File: config.mk
export PLATFORM = sky130hd
export DESIGN_NAME = xml_markup_tokenizer
export DESIGN_NICKNAME = d
export VERILOG_FILES = /design/src/hw/rtl/xmltok_pkg.sv /design/src/hw/rtl/xml_markup_tokenizer.sv
export SDC_FILE = /design/constraint.sdc
export NUM_CORES = 1
export LEC_CHECK = 0
export ABC_CLOCK_PERIOD_IN_PS = 2500
export BUFFER_PORTS_ARGS = -buffer_cell sky130_fd_sc_hd__buf_2
export CAP_MARGIN = 30
export CORE_ASPECT_RATIO = 1.1
export CORE_MARGIN = 2
export CORE_UTILIZATION = 47
export DETAILED_ROUTE_END_ITERATION = 10
export PLACE_DENSITY_LB_ADDON = 0.25
export SYNTH_ARGS = -nofsm -noshare
export SYNTH_HDL_FRONTEND = slang
export SYNTH_SLANG_ARGS = --single-unit
File: constraint.sdc
create_clock -name clk -period 2.5 [get_ports clk]
set_clock_uncertainty 0.2 [all_clocks]
set_input_delay 0.125 -clock clk [delete_from_list [all_inputs] [get_ports clk]]
set_output_delay 0.125 -clock clk [all_outputs]
set_load 0.005 [all_outputs]
File: src/hw/rtl/xmltok_pkg.sv
// ----------------------------------------------------------------------------
// xmltok_pkg: shared types and constants of the XML markup tokenizer
// Character codes, scanner modes and the codes of the result fields.
// ----------------------------------------------------------------------------
`timescale 1ns / 1ps
`default_nettype none

package xmltok_pkg;

	localparam int unsigned SYM_W = 21;

	// markup characters
	localparam logic [SYM_W-1:0] CH_LT = 21'h00003C;
	localparam logic [SYM_W-1:0] CH_GT = 21'h00003E;
	localparam logic [SYM_W-1:0] CH_QM = 21'h00003F;
	localparam logic [SYM_W-1:0] CH_SL = 21'h00002F;

	// scanner position between and inside tokens
	typedef enum logic [3:0] {
		MODE_IDLE     = 4'd0,
		MODE_TEXT     = 4'd1,
		MODE_LT       = 4'd2,
		MODE_DECL     = 4'd3,
		MODE_OT_NAME  = 4'd4,
		MODE_CT_FIRST = 4'd5,
		MODE_CT_NAME  = 4'd6,
		MODE_HALT     = 4'd7
	} mode_t;

	typedef enum logic [1:0] {
		CK_MARKUP = 2'd0,
		CK_TEXT   = 2'd1,
		CK_OPEN   = 2'd2,
		CK_CLOSE  = 2'd3
	} content_t;

	typedef enum logic [2:0] {
		END_NONE  = 3'd0,
		END_TEXT  = 3'd1,
		END_OPEN  = 3'd2,
		END_CLOSE = 3'd3,
		END_DECL  = 3'd4
	} endk_t;

	typedef enum logic [2:0] {
		ST_OK         = 3'd0,
		ST_EMPTY_NAME = 3'd1,
		ST_OPEN_TAG   = 3'd2,
		ST_OPEN_TEXT  = 3'd3,
		ST_HALTED     = 3'd4
	} status_t;

endpackage

`default_nettype wire

File: src/hw/rtl/xml_markup_tokenizer.sv
// ----------------------------------------------------------------------------
// xml_markup_tokenizer: streaming splitter of a document into markup tokens
// Labels each character as markup, text, open-tag name or close-tag name content.
// ----------------------------------------------------------------------------
// One character per beat enters, one labelled beat leaves per character. The
// block sustains one character per clock cycle while out_stall is low; each
// character passes the input register, then the result register. The only
// feedback path is the scanner mode register, updated in the cycle the
// character moves into the result register from a handful of 21-bit compares.
// Declarations '<?...>' come out as markup. After an error every beat reports
// halted until the beat flagged last, which returns the scanner to idle.
`timescale 1ns / 1ps
`default_nettype none

module xml_markup_tokenizer
	import xmltok_pkg::*;
(
	input  wire logic             clk,
	input  wire logic             arst_n,
	// character input
	input  wire logic             in_valid,
	output logic                  in_stall,
	input  wire logic [SYM_W-1:0] symbol,
	input  wire logic             last,
	// labelled output
	output logic                  out_valid,
	input  wire logic             out_stall,
	output logic [1:0]            content_kind,
	output logic [SYM_W-1:0]      symbol_out,
	output logic [2:0]            end_kind,
	output logic [2:0]            status
);

	logic             valid_s1;
	logic [SYM_W-1:0] symbol_s1;
	logic             last_s1;

	mode_t            mode_q;
	mode_t            base_next;
	mode_t            mode_next;
	content_t         base_content;
	endk_t            base_end;
	status_t          base_status;
	content_t         res_content;
	endk_t            res_end;
	status_t          res_status;

	logic             out_valid_q;
	logic [1:0]       content_q;
	logic [SYM_W-1:0] symbol_q;
	logic [2:0]       end_q;
	logic [2:0]       status_q;

	logic             adv_out;
	logic             adv_in;

	// flow control: result register frees up, input register follows
	assign adv_out  = !out_valid_q || !out_stall;
	assign in_stall = valid_s1 && !adv_out;
	assign adv_in   = in_valid && !in_stall;

	// input register
	always_ff @(posedge clk or negedge arst_n) begin
		if (!arst_n) begin
			valid_s1 <= 1'b0;
		end else if (adv_out || !valid_s1) begin
			valid_s1 <= in_valid;
		end
	end

	always_ff @(posedge clk) begin
		if (adv_in) begin
			symbol_s1 <= symbol;
			last_s1   <= last;
		end
	end

	// next mode before error handling
	always_comb begin
		base_next = mode_q;
		case (mode_q)
			MODE_IDLE:     base_next = (symbol_s1 == CH_LT) ? MODE_LT : MODE_TEXT;
			MODE_TEXT:     if (symbol_s1 == CH_LT) base_next = MODE_LT;
			MODE_LT: begin
				if (symbol_s1 == CH_QM)      base_next = MODE_DECL;
				else if (symbol_s1 == CH_SL) base_next = MODE_CT_FIRST;
				else if (symbol_s1 != CH_GT) base_next = MODE_OT_NAME;
			end
			MODE_DECL:     if (symbol_s1 == CH_GT) base_next = MODE_IDLE;
			MODE_OT_NAME:  if (symbol_s1 == CH_GT) base_next = MODE_IDLE;
			MODE_CT_FIRST: if (symbol_s1 != CH_GT) base_next = MODE_CT_NAME;
			MODE_CT_NAME:  if (symbol_s1 == CH_GT) base_next = MODE_IDLE;
			default:       base_next = mode_q;
		endcase
	end

	// labels before error handling
	always_comb begin
		base_content = CK_MARKUP;
		base_end     = END_NONE;
		base_status  = ST_OK;
		case (mode_q)
			MODE_IDLE: begin
				if (symbol_s1 != CH_LT) base_content = CK_TEXT;
			end
			MODE_TEXT: begin
				if (symbol_s1 == CH_LT) base_end = END_TEXT;
				else                    base_content = CK_TEXT;
			end
			MODE_LT: begin
				if (symbol_s1 == CH_GT) base_status = ST_EMPTY_NAME;
				else if (symbol_s1 != CH_QM && symbol_s1 != CH_SL) base_content = CK_OPEN;
			end
			MODE_DECL: begin
				if (symbol_s1 == CH_GT) base_end = END_DECL;
			end
			MODE_OT_NAME: begin
				if (symbol_s1 == CH_GT) base_end = END_OPEN;
				else                    base_content = CK_OPEN;
			end
			MODE_CT_FIRST: begin
				if (symbol_s1 == CH_GT) base_status = ST_EMPTY_NAME;
				else                    base_content = CK_CLOSE;
			end
			MODE_CT_NAME: begin
				if (symbol_s1 == CH_GT) base_end = END_CLOSE;
				else                    base_content = CK_CLOSE;
			end
			default: base_status = ST_HALTED;
		endcase
	end

	// end of document inside a token, then error override
	always_comb begin
		res_status = base_status;
		if (base_status == ST_OK && last_s1 && base_next != MODE_IDLE) begin
			res_status = (base_next == MODE_TEXT) ? ST_OPEN_TEXT : ST_OPEN_TAG;
		end
		res_content = base_content;
		res_end     = base_end;
		mode_next   = base_next;
		if (res_status != ST_OK) begin
			res_content = CK_MARKUP;
			res_end     = END_NONE;
			mode_next   = last_s1 ? MODE_IDLE : MODE_HALT;
		end
	end

	// scanner mode advances as the beat moves into the result register
	always_ff @(posedge clk or negedge arst_n) begin
		if (!arst_n) begin
			mode_q      <= MODE_IDLE;
			out_valid_q <= 1'b0;
		end else if (adv_out) begin
			out_valid_q <= valid_s1;
			if (valid_s1) mode_q <= mode_next;
		end
	end

	// result register
	always_ff @(posedge clk) begin
		if (adv_out && valid_s1) begin
			content_q <= res_content;
			symbol_q  <= symbol_s1;
			end_q     <= res_end;
			status_q  <= res_status;
		end
	end

	assign out_valid    = out_valid_q;
	assign content_kind = content_q;
	assign symbol_out   = symbol_q;
	assign end_kind     = end_q;
	assign status       = status_q;

	// an error beat carries no content and no end mark
	a_err_clean: assert property (@(posedge clk) disable iff (!arst_n)
		(out_valid_q && status_q != ST_OK) |->
		(content_q == CK_MARKUP && end_q == END_NONE))
		else $error("error beat carries content or end mark");

	// a beat flagged last always leaves the scanner idle
	a_last_idle: assert property (@(posedge clk) disable iff (!arst_n)
		(adv_out && valid_s1 && last_s1) |=> (mode_q == MODE_IDLE))
		else $error("scanner not idle after last beat");

	// a beat processed while halted reports halted
	a_halt_status: assert property (@(posedge clk) disable iff (!arst_n)
		(adv_out && valid_s1 && mode_q == MODE_HALT) |=> (status_q == ST_HALTED))
		else $error("halted scanner gave a non-halted status");

	// a text run only ends on '<'
	a_text_end: assert property (@(posedge clk) disable iff (!arst_n)
		(out_valid_q && end_q == END_TEXT) |-> (symbol_q == CH_LT))
		else $error("text end mark on a character other than '<'");

endmodule

`default_nettype wire
=== Yosys cells after proc, flatten, opt, wreduce, memory -nomap -nowiden ===
Index checks and enable logic that the tools add are counted.

* Reductions and logical operators: 22
* Multiplexer cells: 26
* Equal/unequal tests: 15

{| class="wikitable"
|+ Operators by type and width
! kind !! number
|-
| == test 21 x 6 -> 1 bit (second input constant) || 4
|-
| != test 21 x 6 -> 1 bit (second input constant) || 4
|-
| two-way mux 4 bit || 7
|-
| case mux 4 bit (5 select lines) || 1
|-
| two-way mux 2 bit || 7
|-
| == test 4 x 3 -> 1 bit (second input constant) || 3
|-
| case mux 3 bit (4 select lines) || 1
|-
| case mux 2 bit (5 select lines) || 1
|-
| two-way mux 3 bit || 3
|-
| == test 4 x 1 -> 1 bit (second input constant) || 2
|-
| == test 4 x 2 -> 1 bit (second input constant) || 2
|-
| logical AND 1 bit || 6
|-
| case mux 3 bit (2 select lines) || 1
|-
| logical NOT 1 bit || 5
|-
| two-way mux 1 bit || 5
|-
| OR reduction 5 bit || 1
|-
| logical NOT 4 bit || 1
|-
| nonzero test 4 bit || 1
|-
| OR reduction 2 bit || 2
|-
| logical NOT 3 bit || 1
|-
| nonzero test 3 bit || 1
|-
| OR reduction 3 bit || 1
|-
| logical OR 1 bit || 2
|-
| AND reduction 2 bit || 1
|}

* Bits in registers: 57
* Word-level logic and storage cells: 72
* Output and inout bits: 31
* Input bits: 26

=== Logic depth before layout (Yosys ltp) ===
* Depth in word-level cells: 10
* Mapped depth: 7
* Mapped depth without buffers: 6

=== Worst setup path after synthesis ===
Ideal clock, no wire load.

* Kind: reg-to-reg
* Start: register symbol_s1[8]
* End: register status_q[1], in the netlist status[1], data pin
* Data required time: 2.030 ns
* Period minus slack after synthesis: 2.431 ns
* Buffers on the path: 1
* Stages on the path, launching flop included: 8
* Setup time: 0.270 ns
* Setup slack: 0.069 ns
* Arrival time: 1.961 ns
* Path through: edfxtp_1 nor4b_2 and4b_2 buf_6 nand4_1 a221o_1 a2111oi_2 nor3_1

* Cells in the longest elaborated chain, start to end: 8
* Elaborated cells between the ends (all ways): 20
* Classes of those cells: 5 x eq/ne; 11 x mux; 4 x reduce/logical

{| class="wikitable"
|+ Ends and longest elaborated chain
! what !! line !! source
|-
| start: declaration || xml_markup_tokenizer.sv:35 || <nowiki>logic [SYM_W-1:0] symbol_s1;</nowiki>
|-
| start signal: assignment || xml_markup_tokenizer.sv:73 || <nowiki>symbol_s1 <= symbol;</nowiki>
|-
| != test 21 x 6 -> 1 bit || xml_markup_tokenizer.sv:87, xml_markup_tokenizer.sv:91 ||
|-
| two-way mux 4 bit || xml_markup_tokenizer.sv:87 || <nowiki>else if (symbol_s1 != CH_GT) base_next = MODE_OT_NAME;</nowiki>
|-
| two-way mux 4 bit || xml_markup_tokenizer.sv:86 || <nowiki>else if (symbol_s1 == CH_SL) base_next = MODE_CT_FIRST;</nowiki>
|-
| two-way mux 4 bit || xml_markup_tokenizer.sv:85 || <nowiki>if (symbol_s1 == CH_QM) base_next = MODE_DECL;</nowiki>
|-
| case mux 4 bit (5 select lines) || xml_markup_tokenizer.sv:81 || <nowiki>case (mode_q)</nowiki>
|-
| nonzero test 4 bit || xml_markup_tokenizer.sv:136 || <nowiki>if (base_status == ST_OK && last_s1 && base_next != MODE_IDLE) begin</nowiki>
|-
| logical AND 1 bit * || xml_markup_tokenizer.sv:136 ||
|-
| two-way mux 3 bit * || xml_markup_tokenizer.sv:136 ||
|-
| via res_status[1] || xml_markup_tokenizer.sv:46 || <nowiki>status_t res_status;</nowiki>
|-
| end signal: assignment || xml_markup_tokenizer.sv:166 || <nowiki>status_q <= res_status;</nowiki>
|-
| end: declaration || xml_markup_tokenizer.sv:52 || <nowiki>logic [2:0] status_q;</nowiki>
|}

The timed path passes the listed nets; every way through them passes the cells marked *.
A chain may end at the register's enable or synchronous reset.

=== Final worst setup path ===
* Start: register symbol_s1[17]
* End: register status_q[1], in the netlist status[1], data pin

The elaborated chain is that of the path after synthesis.

==> results.json <==
{
  "status": "finished, violations left",
  "violations": "negative setup slack",
  "synth_fa_ha_area_share_pct": 0,
  "gp_congestion": 0.875,
  "yosys-mux-area-fraction_pct": 0,
  "synthSimpleGateAreaFrac_pct": 14.1,
  "multi_input_area_um2": 591,
  "crit_path_end_kind": "flop",
  "cts-root-buf": "clkbuf_8",
  "initial_core_util_pct": 49.2,
  "syn_nets": 170,
  "overflow": 0,
  "final_layout_size_suffix_gt1_share_pct": 43.3,
  "grt_pass1_wl_um": 8200,
  "syn_avg_cell_area_um2": 15.9,
  "area_delta_synth_final_pct": 44.3,
  "grt_pass1_vias": 1716,
  "pwr_density_cell_mw_per_mm2": 652,
  "viasPerCell": 5.38,
  "dieArea_mm2": 0.00544,
  "ys_ff_latch": 57,
  "yosys_most_used_dff": "edfxtp_1",
  "synth-compound-area-share_pct": 8.75,
  "r2r-end": "status[1]",
  "clkLatencyLatePin_ps": 330,
  "drc": 0,
  "drt_wl_total_um": 5220,
  "rsz0062_at_grt": "true",
  "grt_use_total_pct": 20.2,
  "n_fill_cell": 341,
  "cts_tree": "yes",
  "via_count": 1715,
  "tightest_slew_ps": 492,
  "antenna_found_initial": 0,
  "drv_slew": 0,
  "drv_cap": 0,
  "synth_edf_count": 51,
  "hp-class": "reg2reg",
  "vdd_drop_max_v": 0.000425,
  "fmax_mhz": 394,
  "die_w_um": 70.5,
  "finalCritPeriodShare_pct": 101,
  "hold_violations": 0,
  "whs_ps": 254,
  "seq_area_mm2": 0.00168,
  "arrival_ps": 2410,
  "ys_seq_area_share_pct": 73.5,
  "critical_path_required_ps": 2370,
  "die_h_um": 77.2,
  "yosys_warnings": 0,
  "slew-limit-headroom_pct": 66.9,
  "path_clk_slew_ps": 70,
  "drt-initial-drc-count": 132,
  "syn_area_mm2": 0.00229,
  "crit_start": "symbol_s1[17]",
  "r2r_cells": 8,
  "hpwl_um": 3460,
  "cp-start-kind": "flop",
  "finalCriticalPeriod_ps": 2540,
  "cp_max_fo": 7,
  "numCtsBuffers": 9,
  "setup_ws_ps": -35.8,
  "final_common_cell": "buf_2",
  "synthXorXnorAreaFrac_pct": 0,
  "portBuffers": 56,
  "synth_cell_types": 46,
  "p_leak_nw": 1.36,
  "cts.sinks": 57,
  "max-clock-path-buffers": 2,
  "critPathKind": "reg2reg",
  "core_mm2": 0.00465,
  "hold_path_depth": 0,
  "ant_nets": 0,
  "r2r_slack_ps": -40,
  "critPathCapture": "status[1]",
  "wl_per_cell_um": 16.4,
  "reg2reg_from": "symbol_s1[17]",
  "layout_common_cells": "buf_2, edfxtp_1, dlygate4sd3_1",
  "finalSetupViolCount": 2,
  "row_count": 26,
  "antenna_cells": 0,
  "grt_start_max_net_pins": 33,
  "async_flop_share_pct": 10.5,
  "htreeDepth": 3,
  "power.total_w": 0.00215,
  "final_net_count": 284,
  "synth_top_family_by_area": "simple AND/OR/NAND/NOR gates",
  "ios": 57,
  "synth_cells": 144,
  "dr.pass1.iters": 4
}
-- logic make-up (layout without fill, tap and decap cells) --
group,after synthesis,after routing
flip-flops,57,57
AND/OR/NAND/NOR,52,52
AO/OA/AOI/OAI,24,24
buffers and inverters,11,130
-- power by group --
group | leakage, nW | switching [W] | internal (W) | total (W)
registers | 0.567 | 0.0000311 | 0.00112 | 0.00115
logic | 0.700 | 0.0000979 | 0.000101 | 0.000199
clock network | 0.0897 | 0.000352 | 0.000453 | 0.000805
total | 1.36 | 0.000481 | 0.00167 | 0.00215
-- Yosys cell counts, types with 2 or more instances --
cell type	count	share of area [%]
edfxtp_1	51	67
nor2_1	11	1.8
nand2_1	9	1.5
dfrtp_1	6	6.6
inv_1	4	0.66
nor3_1	4	0.88
nor4_1	4	1.1
and2_1	3	0.82
buf_6	3	1.5
nand3_1	3	0.66
o21ai_1	3	0.66
a31oi_1	2	0.55
a41oi_1	2	0.77
and3_1	2	0.55
and4_2	2	0.88
nand2b_1	2	0.55
nand4_1	2	0.55
nor4b_2	2	1.3
o22ai_1	2	0.55
-- worst min-delay path by stage --
stage                   from             end  slack (ps)
6_report       symbol_s1[20]  symbol_out[20]         250
5_1_grt        symbol_s1[20]  symbol_out[20]         270
4_1_cts        symbol_s1[13]  symbol_out[13]         250
3_5_place_dp          arst_n       mode_q[3]        -250
3_3_place_gp          arst_n       mode_q[1]        -250
2_1_floorplan         arst_n       mode_q[0]        -370
-- metrics by stage --
step	cell area, µm²	util (%)	TNS (ps)	std cells	setup WS, ps
CTS	3220	69.3	0	315	11.6
floorplan	2290	-	0	144	68.8
finish	3300	71.0	-40.0	319	-35.8
detailed placement	2720	58.5	-401	270	-152
global placement	2720	58.5	-131	270	-57.0
global route	3300	71.0	-483	319	-147
-- critical path, cell delays in order (launching register included) --
cell and delay, ps:
edfxtp_1 430, nor4_4 300, and4b_2 340, buf_4 130, buf_6 90, a41o_1 170, o41ai_2 110, a2111oi_4 420
nor3_1 90
-- area by class of cell --
| class | count | area share (%) |
|---|---|---|
| flip-flops and latches | 57 | 50.9 |
| repair buffers | 109 | 22.8 |
| multi-input cells | 76 | 17.9 |
| clock buffers | 10 | 3.87 |
| well taps | 56 | 2.12 |
| clock inverters | 6 | 1.78 |
| inverters | 5 | 0.569 |
-- sequential cells by signal (all words and copies together) (netlist names) --
name and count:
mode_q 4, out_valid 1, content_kind 2, valid_s1 1
status 3, last_s1 1, end_kind 3, symbol_s1 21
symbol_out 21
-- layer usage --
metal | wire, µm | GRT usage [%] | vias to the layer above
met5 | 0 | 0 | -
met3 | 298 | 5.39 | 11
met2 | 2640 | 33.8 | 74
met1 | 2180 | 24.4 | 829
met4 | 102 | 9.04 | 0
li1 | - | - | 801
-- repair_timing --
item,CTS,global route
gates resized for setup,3,7
setup buffers,2,5
hold buffers,27,0
pin swaps,5,9
setup endpoints to repair,3,4
hold endpoints to repair,31,0
Power figures use the tool's default switching activity.
